File: config.mk
export PLATFORM = sky130hd
export DESIGN_NAME = idle_display_power_fsm_top
export DESIGN_NICKNAME = d
export VERILOG_FILES = /design/src/rtl/core/idpf_pkg.sv /design/src/rtl/core/idle_display_power_fsm_top.sv /design/src/rtl/core/idpf_sat_add.sv /design/src/rtl/core/idpf_deadline.sv
export SDC_FILE = /design/constraint.sdc
export NUM_CORES = 2
export LEC_CHECK = 0
export BUFFER_PORTS_ARGS = -buffer_cell sky130_fd_sc_hd__buf_2
export CAP_MARGIN = 10
export CORE_MARGIN = 10
export CORE_UTILIZATION = 40
export CTS_CLUSTER_SIZE = 28
export DETAILED_ROUTE_END_ITERATION = 16
export PLACE_DENSITY_LB_ADDON = 0.1
export SETUP_SLACK_MARGIN = 0.5
export SLEW_MARGIN = 25
export SYNTH_ARGS = -nofsm -noshare
export SYNTH_HDL_FRONTEND = slang
export SYNTH_SLANG_ARGS = --single-unit
export TNS_END_PERCENT = 100
File: constraint.sdc
create_clock -name clock -period 12.5 [get_ports clock]
set_input_delay 0 -clock clock [delete_from_list [all_inputs] [get_ports clock]]
set_output_delay 0 -clock clock [all_outputs]
set_load 0.01 [all_outputs]
File: src/rtl/core/idpf_pkg.sv
// Shared types, codes and constants for the idle display power state machine.
package idpf_pkg;

   localparam int unsigned TIMEOUT_W = 32;
   localparam int unsigned LEVEL_W   = 7;
   localparam int unsigned MASK_W    = 5;
   localparam int unsigned CSR_IDX_W = 3;

   // Event kinds
   localparam logic [1:0] KIND_ACTIVITY = 2'd0;
   localparam logic [1:0] KIND_TICK     = 2'd1;
   localparam logic [1:0] KIND_INHIBIT  = 2'd2;

   // Power modes
   localparam logic MODE_ACTIVE = 1'b0;
   localparam logic MODE_IDLE   = 1'b1;

   // Reasons for the last mode change
   localparam logic [1:0] WHY_STARTUP    = 2'd0;
   localparam logic [1:0] WHY_ACTIVITY   = 2'd1;
   localparam logic [1:0] WHY_INACTIVITY = 2'd2;

   // Register indexes
   localparam logic [CSR_IDX_W-1:0] CSR_IDLE_TO      = 3'd0;
   localparam logic [CSR_IDX_W-1:0] CSR_SCREEN_TO    = 3'd1;
   localparam logic [CSR_IDX_W-1:0] CSR_PANEL_TO     = 3'd2;
   localparam logic [CSR_IDX_W-1:0] CSR_SUSPEND_TO   = 3'd3;
   localparam logic [CSR_IDX_W-1:0] CSR_ACTIVE_LEVEL = 3'd4;
   localparam logic [CSR_IDX_W-1:0] CSR_DIM_LEVEL    = 3'd5;
   localparam logic [CSR_IDX_W-1:0] CSR_AUTO_SUSPEND = 3'd6;

   // Register reset values
   localparam logic [TIMEOUT_W-1:0] RST_IDLE_TO      = 32'd30000;
   localparam logic [TIMEOUT_W-1:0] RST_SCREEN_TO    = 32'd60000;
   localparam logic [TIMEOUT_W-1:0] RST_PANEL_TO     = 32'd120000;
   localparam logic [TIMEOUT_W-1:0] RST_SUSPEND_TO   = 32'd300000;
   localparam logic [LEVEL_W-1:0]   RST_ACTIVE_LEVEL = 7'd80;
   localparam logic [LEVEL_W-1:0]   RST_DIM_LEVEL    = 7'd30;

   localparam logic [LEVEL_W-1:0] LEVEL_MAX = 7'd100;

   // Which deadlines are live for the post-update state
   typedef struct packed {
      logic inhibited;
      logic idle;
      logic screen_en;
      logic panel_en;
      logic suspend_en;
   } dl_ctrl_type;

   function automatic logic [LEVEL_W-1:0] cap_level(input logic [LEVEL_W-1:0] v);
      return (v > LEVEL_MAX) ? LEVEL_MAX : v;
   endfunction

endpackage

File: src/rtl/core/idle_display_power_fsm_top.sv
// Throughput: one event per cycle while rsp_ready does not hold the output; the input
// register feeds a single state-update stage, then a deadline stage (saturating sums and
// a 3-way minimum) loads the response register.
// Reset (synchronous, active high): mode active, reason startup, last activity 0, no
// inhibitors, flags clear, panel on, backlight at the default active level, registers
// back to their default values, pipeline empty.
module idle_display_power_fsm_top
   import idpf_pkg::*;
#(
   parameter int unsigned TIME_BITS = 48
) (
   input  logic                 clock,
   input  logic                 reset,

   input  logic                 req_valid,
   output logic                 req_ready,
   input  logic [1:0]           req_kind,
   input  logic [TIME_BITS-1:0] req_now_ms,
   input  logic [TIME_BITS-1:0] req_event_ms,
   input  logic [MASK_W-1:0]    req_inhibitor_mask,

   output logic                 rsp_valid,
   input  logic                 rsp_ready,
   output logic                 rsp_power_state,
   output logic [1:0]           rsp_change_reason,
   output logic [LEVEL_W-1:0]   rsp_backlight_level,
   output logic                 rsp_panel_on,
   output logic                 rsp_screen_off_flag,
   output logic                 rsp_panel_off_flag,
   output logic                 rsp_suspend_request,
   output logic [TIME_BITS-1:0] rsp_next_deadline_ms,

   input  logic                 csr_we,
   input  logic [CSR_IDX_W-1:0] csr_index,
   input  logic [TIMEOUT_W-1:0] csr_wdata
);

   localparam logic [TIME_BITS-1:0] TIME_ONES = '1;

   function automatic logic reach(input logic [TIME_BITS-1:0] now_v,
                                  input logic [TIME_BITS-1:0] t_v);
      return (t_v != TIME_ONES) && (now_v >= t_v);
   endfunction

   // configuration
   logic [TIMEOUT_W-1:0] idle_to_ff, screen_to_ff, panel_to_ff, suspend_to_ff;
   logic [LEVEL_W-1:0]   active_level_ff, dim_level_ff;
   logic                 auto_suspend_ff;

   // block state
   logic                 mode_ff, mode_in;
   logic [1:0]           reason_ff, reason_in;
   logic [TIME_BITS-1:0] last_ff, last_in;
   logic [MASK_W-1:0]    inhib_ff, inhib_in;
   logic                 scr_seen_ff, scr_seen_in;
   logic                 pan_seen_ff, pan_seen_in;
   logic [LEVEL_W-1:0]   bl_ff, bl_in;
   logic                 panel_en_ff, panel_en_in;
   logic                 suspend_in;

   // stage 1: input register
   logic                 s1_valid_ff;
   logic [1:0]           s1_kind_ff;
   logic [TIME_BITS-1:0] s1_now_ff, s1_event_ff;
   logic [MASK_W-1:0]    s1_mask_ff;

   // stage 2: post-update snapshot
   logic                 s2_valid_ff;
   logic                 s2_mode_ff, s2_panel_ff, s2_scr_ff, s2_pan_ff, s2_susp_ff;
   logic [1:0]           s2_reason_ff;
   logic [LEVEL_W-1:0]   s2_bl_ff;
   logic [TIME_BITS-1:0] s2_last_ff;
   dl_ctrl_type          s2_ctrl_ff, dl_ctrl_in;
   logic [TIME_BITS-1:0] s2_deadline;

   // response register
   logic                 rsp_valid_ff;
   logic                 rsp_mode_ff, rsp_panel_ff, rsp_scr_ff, rsp_pan_ff, rsp_susp_ff;
   logic [1:0]           rsp_reason_ff;
   logic [LEVEL_W-1:0]   rsp_bl_ff;
   logic [TIME_BITS-1:0] rsp_deadline_ff;

   logic out_free, s2_ready, s1_ready, s1_fire;

   assign out_free  = !rsp_valid_ff || rsp_ready;
   assign s2_ready  = !s2_valid_ff || out_free;
   assign s1_ready  = !s1_valid_ff || s2_ready;
   assign s1_fire   = s1_valid_ff && s2_ready;
   assign req_ready = s1_ready;

   // ---------------- configuration registers ----------------
   always_ff @(posedge clock) begin
      if (reset) begin
         idle_to_ff      <= RST_IDLE_TO;
         screen_to_ff    <= RST_SCREEN_TO;
         panel_to_ff     <= RST_PANEL_TO;
         suspend_to_ff   <= RST_SUSPEND_TO;
         active_level_ff <= RST_ACTIVE_LEVEL;
         dim_level_ff    <= RST_DIM_LEVEL;
         auto_suspend_ff <= 1'b0;
      end else if (csr_we) begin
         case (csr_index)
            CSR_IDLE_TO:      idle_to_ff      <= csr_wdata;
            CSR_SCREEN_TO:    screen_to_ff    <= csr_wdata;
            CSR_PANEL_TO:     panel_to_ff     <= csr_wdata;
            CSR_SUSPEND_TO:   suspend_to_ff   <= csr_wdata;
            CSR_ACTIVE_LEVEL: active_level_ff <= csr_wdata[LEVEL_W-1:0];
            CSR_DIM_LEVEL:    dim_level_ff    <= csr_wdata[LEVEL_W-1:0];
            CSR_AUTO_SUSPEND: auto_suspend_ff <= csr_wdata[0];
            default: ;
         endcase
      end
   end

   // ---------------- stage 1: event evaluation ----------------
   logic [TIME_BITS-1:0] idle_t, scr_t, pan_t, sus_t;
   logic                 idle_hit, scr_hit, pan_hit, sus_hit, tick_hit;
   logic [LEVEL_W-1:0]   act_lvl, dim_lvl, idle_lvl;

   idpf_sat_add #(.TIME_BITS(TIME_BITS)) u_add_idle (
      .base_ms(last_ff), .delta_ms(idle_to_ff), .sum_ms(idle_t));
   idpf_sat_add #(.TIME_BITS(TIME_BITS)) u_add_scr (
      .base_ms(last_ff), .delta_ms(screen_to_ff), .sum_ms(scr_t));
   idpf_sat_add #(.TIME_BITS(TIME_BITS)) u_add_pan (
      .base_ms(last_ff), .delta_ms(panel_to_ff), .sum_ms(pan_t));
   idpf_sat_add #(.TIME_BITS(TIME_BITS)) u_add_sus (
      .base_ms(last_ff), .delta_ms(suspend_to_ff), .sum_ms(sus_t));

   assign idle_hit = reach(s1_now_ff, idle_t);
   assign scr_hit  = (screen_to_ff != '0) && reach(s1_now_ff, scr_t);
   assign pan_hit  = (panel_to_ff != '0) && reach(s1_now_ff, pan_t);
   assign sus_hit  = auto_suspend_ff && reach(s1_now_ff, sus_t);

   // "now reached the earliest deadline" is the OR over each live deadline
   assign tick_hit = (inhib_ff == '0) &&
                     ((mode_ff == MODE_ACTIVE) ? idle_hit :
                      ((!scr_seen_ff && scr_hit) || (!pan_seen_ff && pan_hit) || sus_hit));

   assign act_lvl  = cap_level(active_level_ff);
   assign dim_lvl  = cap_level(dim_level_ff);
   assign idle_lvl = (dim_lvl < act_lvl) ? dim_lvl : act_lvl;

   always_comb begin
      mode_in     = mode_ff;
      reason_in   = reason_ff;
      last_in     = last_ff;
      inhib_in    = inhib_ff;
      scr_seen_in = scr_seen_ff;
      pan_seen_in = pan_seen_ff;
      bl_in       = bl_ff;
      panel_en_in = panel_en_ff;
      suspend_in  = 1'b0;
      case (s1_kind_ff)
         KIND_ACTIVITY: begin
            last_in = s1_event_ff;
            if (mode_ff == MODE_IDLE) begin
               mode_in   = MODE_ACTIVE;
               reason_in = WHY_ACTIVITY;
            end
            scr_seen_in = 1'b0;
            pan_seen_in = 1'b0;
            bl_in       = act_lvl;
            panel_en_in = 1'b1;
         end
         KIND_TICK: begin
            if (tick_hit) begin
               if (mode_ff == MODE_ACTIVE) begin
                  mode_in   = MODE_IDLE;
                  reason_in = WHY_INACTIVITY;
               end
               scr_seen_in = scr_hit;
               pan_seen_in = pan_hit;
               bl_in       = (scr_hit || pan_hit) ? '0 : idle_lvl;
               panel_en_in = !pan_hit;
               suspend_in  = sus_hit;
            end
         end
         KIND_INHIBIT: begin
            inhib_in = s1_mask_ff;
            if (s1_mask_ff != '0) begin
               if (mode_ff == MODE_IDLE) begin
                  mode_in   = MODE_ACTIVE;
                  reason_in = WHY_ACTIVITY;
               end
               scr_seen_in = 1'b0;
               pan_seen_in = 1'b0;
               bl_in       = act_lvl;
               panel_en_in = 1'b1;
            end else if (inhib_ff != '0) begin
               // mask cleared: counts as activity, display left as is
               last_in = s1_now_ff;
               if (mode_ff == MODE_IDLE) begin
                  mode_in   = MODE_ACTIVE;
                  reason_in = WHY_ACTIVITY;
               end
            end
         end
         default: ;
      endcase
   end

   always_comb begin
      dl_ctrl_in.inhibited  = (inhib_in != '0);
      dl_ctrl_in.idle       = (mode_in == MODE_IDLE);
      dl_ctrl_in.screen_en  = !scr_seen_in && (screen_to_ff != '0);
      dl_ctrl_in.panel_en   = !pan_seen_in && (panel_to_ff != '0);
      dl_ctrl_in.suspend_en = auto_suspend_ff;
   end

   // state and stage 1
   always_ff @(posedge clock) begin
      if (reset) begin
         mode_ff     <= MODE_ACTIVE;
         reason_ff   <= WHY_STARTUP;
         last_ff     <= '0;
         inhib_ff    <= '0;
         scr_seen_ff <= 1'b0;
         pan_seen_ff <= 1'b0;
         bl_ff       <= RST_ACTIVE_LEVEL;
         panel_en_ff <= 1'b1;
         s1_valid_ff <= 1'b0;
      end else begin
         if (s1_fire) begin
            mode_ff     <= mode_in;
            reason_ff   <= reason_in;
            last_ff     <= last_in;
            inhib_ff    <= inhib_in;
            scr_seen_ff <= scr_seen_in;
            pan_seen_ff <= pan_seen_in;
            bl_ff       <= bl_in;
            panel_en_ff <= panel_en_in;
         end
         if (s1_ready) begin
            s1_valid_ff <= req_valid;
         end
      end
   end

   always_ff @(posedge clock) begin
      if (req_valid && s1_ready) begin
         s1_kind_ff  <= req_kind;
         s1_now_ff   <= req_now_ms;
         s1_event_ff <= req_event_ms;
         s1_mask_ff  <= req_inhibitor_mask;
      end
   end

   // ---------------- stage 2: deadline ----------------
   always_ff @(posedge clock) begin
      if (reset) begin
         s2_valid_ff <= 1'b0;
      end else if (s2_ready) begin
         s2_valid_ff <= s1_valid_ff;
      end
   end

   always_ff @(posedge clock) begin
      if (s1_fire) begin
         s2_mode_ff   <= mode_in;
         s2_reason_ff <= reason_in;
         s2_bl_ff     <= bl_in;
         s2_panel_ff  <= panel_en_in;
         s2_scr_ff    <= scr_seen_in;
         s2_pan_ff    <= pan_seen_in;
         s2_susp_ff   <= suspend_in;
         s2_last_ff   <= last_in;
         s2_ctrl_ff   <= dl_ctrl_in;
      end
   end

   idpf_deadline #(.TIME_BITS(TIME_BITS)) u_deadline (
      .ctrl        (s2_ctrl_ff),
      .last_ms     (s2_last_ff),
      .idle_to     (idle_to_ff),
      .screen_to   (screen_to_ff),
      .panel_to    (panel_to_ff),
      .suspend_to  (suspend_to_ff),
      .deadline_ms (s2_deadline)
   );

   // ---------------- response register ----------------
   always_ff @(posedge clock) begin
      if (reset) begin
         rsp_valid_ff <= 1'b0;
      end else if (out_free) begin
         rsp_valid_ff <= s2_valid_ff;
      end
   end

   always_ff @(posedge clock) begin
      if (s2_valid_ff && out_free) begin
         rsp_mode_ff     <= s2_mode_ff;
         rsp_reason_ff   <= s2_reason_ff;
         rsp_bl_ff       <= s2_bl_ff;
         rsp_panel_ff    <= s2_panel_ff;
         rsp_scr_ff      <= s2_scr_ff;
         rsp_pan_ff      <= s2_pan_ff;
         rsp_susp_ff     <= s2_susp_ff;
         rsp_deadline_ff <= s2_deadline;
      end
   end

   assign rsp_valid            = rsp_valid_ff;
   assign rsp_power_state      = rsp_mode_ff;
   assign rsp_change_reason    = rsp_reason_ff;
   assign rsp_backlight_level  = rsp_bl_ff;
   assign rsp_panel_on         = rsp_panel_ff;
   assign rsp_screen_off_flag  = rsp_scr_ff;
   assign rsp_panel_off_flag   = rsp_pan_ff;
   assign rsp_suspend_request  = rsp_susp_ff;
   assign rsp_next_deadline_ms = rsp_deadline_ff;

`ifndef NO_ASSERTIONS
   // panel-off flag and panel enable always move together
   a_panel_flag: assert property (@(posedge clock) disable iff (reset)
      pan_seen_ff == !panel_en_ff)
      else $error("panel-off flag and panel enable disagree");

   // a disabled panel is never lit
   a_panel_dark: assert property (@(posedge clock) disable iff (reset)
      !panel_en_ff |-> (bl_ff == '0))
      else $error("backlight on with panel disabled");

   // idle is only entered with no inhibitor, and any inhibitor forces active
   a_idle_uninhibited: assert property (@(posedge clock) disable iff (reset)
      (mode_ff == MODE_IDLE) |-> (inhib_ff == '0))
      else $error("idle while inhibited");

   // a suspend request only comes with an idle status
   a_suspend_idle: assert property (@(posedge clock) disable iff (reset)
      (rsp_valid_ff && rsp_susp_ff) |-> (rsp_mode_ff == MODE_IDLE))
      else $error("suspend request while active");
`endif

endmodule

File: src/rtl/core/idpf_sat_add.sv
// Time plus timeout, saturating at all ones of the time range.
module idpf_sat_add
   import idpf_pkg::*;
#(
   parameter int unsigned TIME_BITS = 48
) (
   input  logic [TIME_BITS-1:0] base_ms,
   input  logic [TIMEOUT_W-1:0] delta_ms,
   output logic [TIME_BITS-1:0] sum_ms
);

   localparam int unsigned PAD_W = TIME_BITS + 1 - TIMEOUT_W;

   logic [TIME_BITS:0] sum_full;

   assign sum_full = {1'b0, base_ms} + {{PAD_W{1'b0}}, delta_ms};
   assign sum_ms   = sum_full[TIME_BITS] ? {TIME_BITS{1'b1}} : sum_full[TIME_BITS-1:0];

endmodule

File: src/rtl/core/idpf_deadline.sv
// Earliest next deadline from the post-update state.
module idpf_deadline
   import idpf_pkg::*;
#(
   parameter int unsigned TIME_BITS = 48
) (
   input  dl_ctrl_type          ctrl,
   input  logic [TIME_BITS-1:0] last_ms,
   input  logic [TIMEOUT_W-1:0] idle_to,
   input  logic [TIMEOUT_W-1:0] screen_to,
   input  logic [TIMEOUT_W-1:0] panel_to,
   input  logic [TIMEOUT_W-1:0] suspend_to,
   output logic [TIME_BITS-1:0] deadline_ms
);

   localparam logic [TIME_BITS-1:0] TIME_ONES = '1;

   logic [TIME_BITS-1:0] idle_t, scr_t, pan_t, sus_t;
   logic [TIME_BITS-1:0] c_scr, c_pan, c_sus, idle_min;
   logic                 scr_le_pan, scr_le_sus, pan_le_sus;

   idpf_sat_add #(.TIME_BITS(TIME_BITS)) u_add_idle (
      .base_ms(last_ms), .delta_ms(idle_to), .sum_ms(idle_t));
   idpf_sat_add #(.TIME_BITS(TIME_BITS)) u_add_scr (
      .base_ms(last_ms), .delta_ms(screen_to), .sum_ms(scr_t));
   idpf_sat_add #(.TIME_BITS(TIME_BITS)) u_add_pan (
      .base_ms(last_ms), .delta_ms(panel_to), .sum_ms(pan_t));
   idpf_sat_add #(.TIME_BITS(TIME_BITS)) u_add_sus (
      .base_ms(last_ms), .delta_ms(suspend_to), .sum_ms(sus_t));

   assign c_scr = ctrl.screen_en  ? scr_t : TIME_ONES;
   assign c_pan = ctrl.panel_en   ? pan_t : TIME_ONES;
   assign c_sus = ctrl.suspend_en ? sus_t : TIME_ONES;

   // three compares side by side, then a select
   assign scr_le_pan = (c_scr <= c_pan);
   assign scr_le_sus = (c_scr <= c_sus);
   assign pan_le_sus = (c_pan <= c_sus);

   always_comb begin
      if (scr_le_pan && scr_le_sus) begin
         idle_min = c_scr;
      end else if (pan_le_sus) begin
         idle_min = c_pan;
      end else begin
         idle_min = c_sus;
      end
   end

   always_comb begin
      if (ctrl.inhibited) begin
         deadline_ms = TIME_ONES;
      end else if (!ctrl.idle) begin
         deadline_ms = idle_t;
      end else begin
         deadline_ms = idle_min;
      end
   end

endmodule

### Word level (Yosys, flattened, before mapping)

Cells that the tools add are included.

* div/mod/pow operators: 0
* reduce and logical (&&, ||, !) cells: 46
* multiplexer cells: 45
* bitwise logic cells: 0
* add/subtract/negate cells: 8
* magnitude comparators: 10
* shift operators: 0
* equality and inequality tests: 12
* $mul: 0

Operators with widths (count)
* $mux W48: 16
* $add A48 B32 Y49: 8
* $ge A48 B48 Y1: 4
* $ne A48 B48 Y1 const B: 4
* $le A48 B48 Y1: 3
* $pmux W48 S2: 1
* $reduce_bool A32 Y1: 2
* $mux W7: 6
* $pmux W7 S3: 1
* $logic_and A1 B1 Y1: 16
* $reduce_and A2 Y1: 8
* $reduce_bool A5 Y1: 3
* $gt A7 B7 Y1 const B: 2
* $pmux W1 S3: 4
* $mux W1: 10
* $mux W2: 5
* $eq A3 B3 Y1 const B: 3
* $logic_not A1 Y1: 8
* $lt A7 B7 Y1: 1
* $eq A3 B2 Y1 const B: 2
* $logic_or A1 B1 Y1: 6
* $pmux W2 S3: 1
* $logic_not A5 Y1: 1
* $mux W5: 1
* 5 further kinds: 5

* memory bits (writable): 0
* latch bits: 0
* bits of input ports: 143
* ROM bits: 0
* output and inout bits: 64
* flip-flop bits (word level): 443
* memories: 0
* logic and storage cells: 163

### Longest topological paths before layout

* depth in word-level cells: 14
* depth in mapped cells: 34
* gate-level depth less buffers: 30

### Cells and area by module

A second synthesis with hierarchy kept.

* cell total of the unflattened synthesis: 5825
* area, all modules: 45974.1 um2

By module, submodules not included
* idle_display_power_fsm_top: cells an instance 2300, area each 21782.1 um2, instances 1, sequential area each 11180.7 um2
* idpf_sat_add at u_add_idle ...: cells an instance 345, area each 2306.0 um2, instances 6, sequential area each 0.0 um2
* idpf_deadline: cells an instance 787, area each 5858.1 um2, instances 1, sequential area each 0.0 um2
* idpf_sat_add at u_deadline.u_add_scr: cells an instance 332, area each 2277.2 um2, instances 1, sequential area each 0.0 um2
* idpf_sat_add at u_deadline.u_add_sus: cells an instance 336, area each 2220.9 um2, instances 1, sequential area each 0.0 um2

### Worst setup path before layout

No wires, ideal clock.

* path type: register to register
* start: register s2_last_ff[0]
* end: register rsp_deadline_ff[41], in the netlist rsp_next_deadline_ms[41] (data pin)
* cell stages (with the launch flop): 34
* required time: 12.244 ns
* arrival: 6.806 ns
* slack: 5.439 ns
* period minus slack after synthesis: 7.061 ns
* setup time: 0.256 ns
* buffers on the path: 5
* cell sequence: edfxtp_1 > ha_1 > inv_1 > fa_1 > nor2b_1 > o21ai_0 > a21boi_1 > o221a_2 > o211a_1 > o41ai_1 > o211ai_1 > a31oi_1 > nor3_1 > o21ai_1 > clkbuf_1 > clkbuf_1 > buf_1 > nand2_1 > ha_1 > a21o_1 > a21o_1 > a21o_1 > a21o_1 > a21oi_1 > o211ai_1 > o211ai_1 > o211ai_1 > a21oi_1 > a2bb2o_1 > clkbuf_1 > nor2_1 > clkbuf_1 > nand3_1 > a31o_2

* cells in the longest elaborated chain, start to end: 7
* elaborated cells on any way between the ends: 18
* classes of those cells: 4 x add/sub; 3 x order compare; 10 x mux; 1 x reduce/logical

RTL lines
* start, declared: line idle_display_power_fsm_top.sv:72 `logic [TIME_BITS-1:0] s2_last_ff;`
* start signal, assigned: line idle_display_power_fsm_top.sv:266 `s2_last_ff <= last_in;`
* $add A48 B32 Y49: line idpf_sat_add.sv:16 `assign sum_full = {1'b0, base_ms} + {{PAD_W{1'b0}}, delta_ms};`
* $mux W48: line idpf_sat_add.sv:17 `assign sum_ms = sum_full[TIME_BITS] ? {TIME_BITS{1'b1}} : sum_full[TIME_BITS-1:0];`
* $mux W48 (on tied branches): line idpf_deadline.sv:32, idpf_deadline.sv:31, idpf_deadline.sv:33
* $le A48 B48 Y1 (on tied branches): line idpf_deadline.sv:38, idpf_deadline.sv:36, idpf_deadline.sv:37
* $mux W48 or $logic_and A1 B1 Y1 (tied branches): line idpf_deadline.sv:43, idpf_deadline.sv:41
* $mux W48: line idpf_deadline.sv:41 `if (scr_le_pan && scr_le_sus) begin`
* $mux W48 (*): line idpf_deadline.sv:53 `end else if (!ctrl.idle) begin`
* end signal, assigned: line idle_display_power_fsm_top.sv:299 `rsp_deadline_ff <= s2_deadline;`
* end, declared: line idle_display_power_fsm_top.sv:81 `logic [TIME_BITS-1:0] rsp_deadline_ff;`

Every way passes the cells marked *; elsewhere a longest branch is shown, timed or not.
A chain may end at the register's enable or synchronous reset.

### Worst setup path in the final report

* start: register s2_last_ff[1]
* end: register rsp_deadline_ff[41], in the netlist rsp_next_deadline_ms[41] (data pin)

Same word-level chain as after synthesis.

==> results_dict.tcl <==
set metrics [dict create \
    io_buffer_count 206 \
    dp_hpwl_um 159000 \
    drive_above_1_share 0.0753 \
    fin_nets 6611 \
    synth-edff-count 231 \
    synthFlopType "edfxtp_1" \
    synth_warnings 0 \
    final_common_cell "nand2_1" \
    viasPerCell 6.14 \
    post-place-ws_ns 3.92 \
    hold_viol 0 \
    ys_ff_latch 443 \
    wire_per_inst_um 27.0 \
    antenna_found_initial 1 \
    die_width_um 351 \
    cpPeakStageDelay_ns 0.90 \
    dr.first_iter.drc_count 5471 \
    crit_path_max_fanout 61 \
    final_cell_mix "756 x nand2_1, 614 x a21oi_1, 598 x ha_1" \
    core_area_um2 109000 \
    place_congestion 0.987 \
    numClockSinks 443 \
    maxCapViolations 0 \
    clockBufferDepth 3 \
    critPathRequiredTime_ns 12.92 \
    crit_family "compound AO/OA/AOI/OAI gates" \
    rows 121 \
    grtUsageTotal 0.309 \
    drtPass1Iterations 6 \
    h-tree-depth 2 \
    crit_arrival_ns 9.11 \
    clk_pin_slew_ns 0.06 \
    maxSlewHeadroom 0.181 \
    startpoint_type "flop" \
    path_buf_inv 3 \
    critPathSlowestCell "o41ai_1" \
    vias 45000 \
    ys_seq_area_frac 0.255 \
    critPathKind "reg2reg" \
    avgSynthCellArea_um2 7.85 \
    ioPinCount 207 \
    post-route-drc-count 0 \
    total_leakage_power_uw 0.0211 \
    critPathCaptureType "flop" \
    grt_pass1_vias 42000 \
    clock_latency_ns 0.69 \
    totalWireLength_um 198000 \
    fillCellCount 10900 \
    cts_resized 0 \
    cellPowerDensity_nw_per_um2 92.7 \
    status "finished, final reports clean" \
    tightest_slew_ns 1.22 \
    timing.final.crit_share 0.696 \
    clock_skew_ns 0.0513 \
    hold_path_class "in2reg" \
    area_delta_synth_final_pct 14.2 \
    design_area_um2 50100 \
    async_flop_share 0 \
    maxSlewViolCount 0 \
    tns_ns 0 \
    setup_violations 0 \
    ant_nets 0 \
    synth_nets 6332 \
    grt_setup_unrepaired "false" \
    syn_inst 5583 \
    synth_cell_types 88 \
    max_freq_ghz 0.115 \
    power_uw 4640 \
    post-route-util 0.460 \
    cts_setup_buffers 0 \
    period_needed_ns 8.70 \
    grt_pass1_wl_um 284000 \
    die_h_um 351 \
    irDropWorstVdd_v 0.000108 \
    path_common_cell "o21ai_0" \
    start_util 0.403 \
    cts_root_buf "clkbuf_16" \
    numCtsBuffers 53 \
    die-area_um2 123000 \
    syn_area_um2 43800 \
    cts_tree "built" \
    cts_hold_buf 197 \
    overflow 0 \
    place_area_um2 46300 \
    setup_ws_ns 3.80 \
    grt_max_degree 92 \
]
==> worst paths after layout <==
| kind | start | to | slack, ns | cells after the start |
|---|---|---|---|---|
| worst max register to register | s2_last_ff[1] | rsp_next_deadline_ms[41] | 3.80 | 27 |
| worst max-delay path | s2_last_ff[1] | rsp_next_deadline_ms[41] | 3.80 | 27 |
| worst min register to register | s2_bl_ff[2] | rsp_backlight_level[2] | 0.42 | 0 |
| worst min-delay path | req_now_ms[36] | s1_now_ff[36] | 0.03 | 2 |
==> flip-flops by register name, summed over array words and instances, names as in the netlist, 2 cells and up <==
register,flops
s1_kind_ff,2
s2_last_ff,48
active_level_ff,7
bl_ff,7
panel_to_ff,32
s1_event_ff,48
s2_reason_ff,2
inhib_ff,5
reason_ff,2
screen_to_ff,32
s1_now_ff,48
rsp_next_deadline_ms,48
idle_to_ff,32
s1_mask_ff,5
last_ff,48
s2_bl_ff,7
dim_level_ff,7
rsp_backlight_level,7
rsp_change_reason,2
suspend_to_ff,32
s2_ctrl_ff,5
==> stage by stage <==
| stage | hold slack, ns | cells |
|---|---|---|
| final | 0.0327 | 7322 |
| after CTS | 0.000671 | 7320 |
| after global routing | 0.0260 | 7320 |
| after floorplan | 0.0989 | 5583 |
| after global placement | 0.176 | 7024 |
| after detailed placement | 0.178 | 7024 |
==> Yosys cell counts, types with 107 or more instances <==
master,number,share of area
o21ai_0,267,0.030
clkbuf_1,208,0.018
inv_1,141,0.012
a21oi_1,616,0.070
a21o_1,209,0.036
xnor2_1,174,0.035
xor2_1,107,0.021
nand2_1,757,0.065
dfxtp_1,212,0.097
nand4_1,137,0.020
nand3_1,155,0.018
ha_1,598,0.17
nor2_1,560,0.048
edfxtp_1,231,0.16
==> power by group <==
| group | internal [µW] | total [µW] | switching (µW) |
|---|---|---|---|
| logic | 495 | 1300 | 807 |
| registers | 1610 | 1720 | 113 |
| clock network | 911 | 1610 | 703 |
| total | 3020 | 4640 | 1620 |
==> per-layer routing <==
| metal | wire length, µm | track usage | vias up |
|---|---|---|---|
| met2 | 84700 | 0.477 | 2007 |
| met5 | 0 | 0 | - |
| li1 | - | - | 21100 |
| met3 | 17000 | 0.0464 | 304 |
| met1 | 88400 | 0.436 | 21500 |
| met4 | 7870 | 0.102 | 0 |
==> cell type report <==
class,count,area [µm²],area share
inverters,143,539,0.0108
clock buffers,75,1470,0.0294
well taps,1414,1770,0.0353
diodes,2,5.00,0.000100
multi-input cells,4755,31300,0.625
repair buffers,466,3480,0.0696
clock inverters,24,298,0.00595
flip-flops and latches,443,11200,0.223
==> logic make-up after synthesis <==
group / Yosys count / synth area share
simple gates: 2152 / 0.229
fa+ha+maj: 606 / 0.174
mux: 50 / 0.0116
flops: 443 / 0.255
buf+inv: 385 / 0.0334
compound gates: 1666 / 0.241
xor+xnor: 281 / 0.0561
Power figures use the tool's default switching activity.
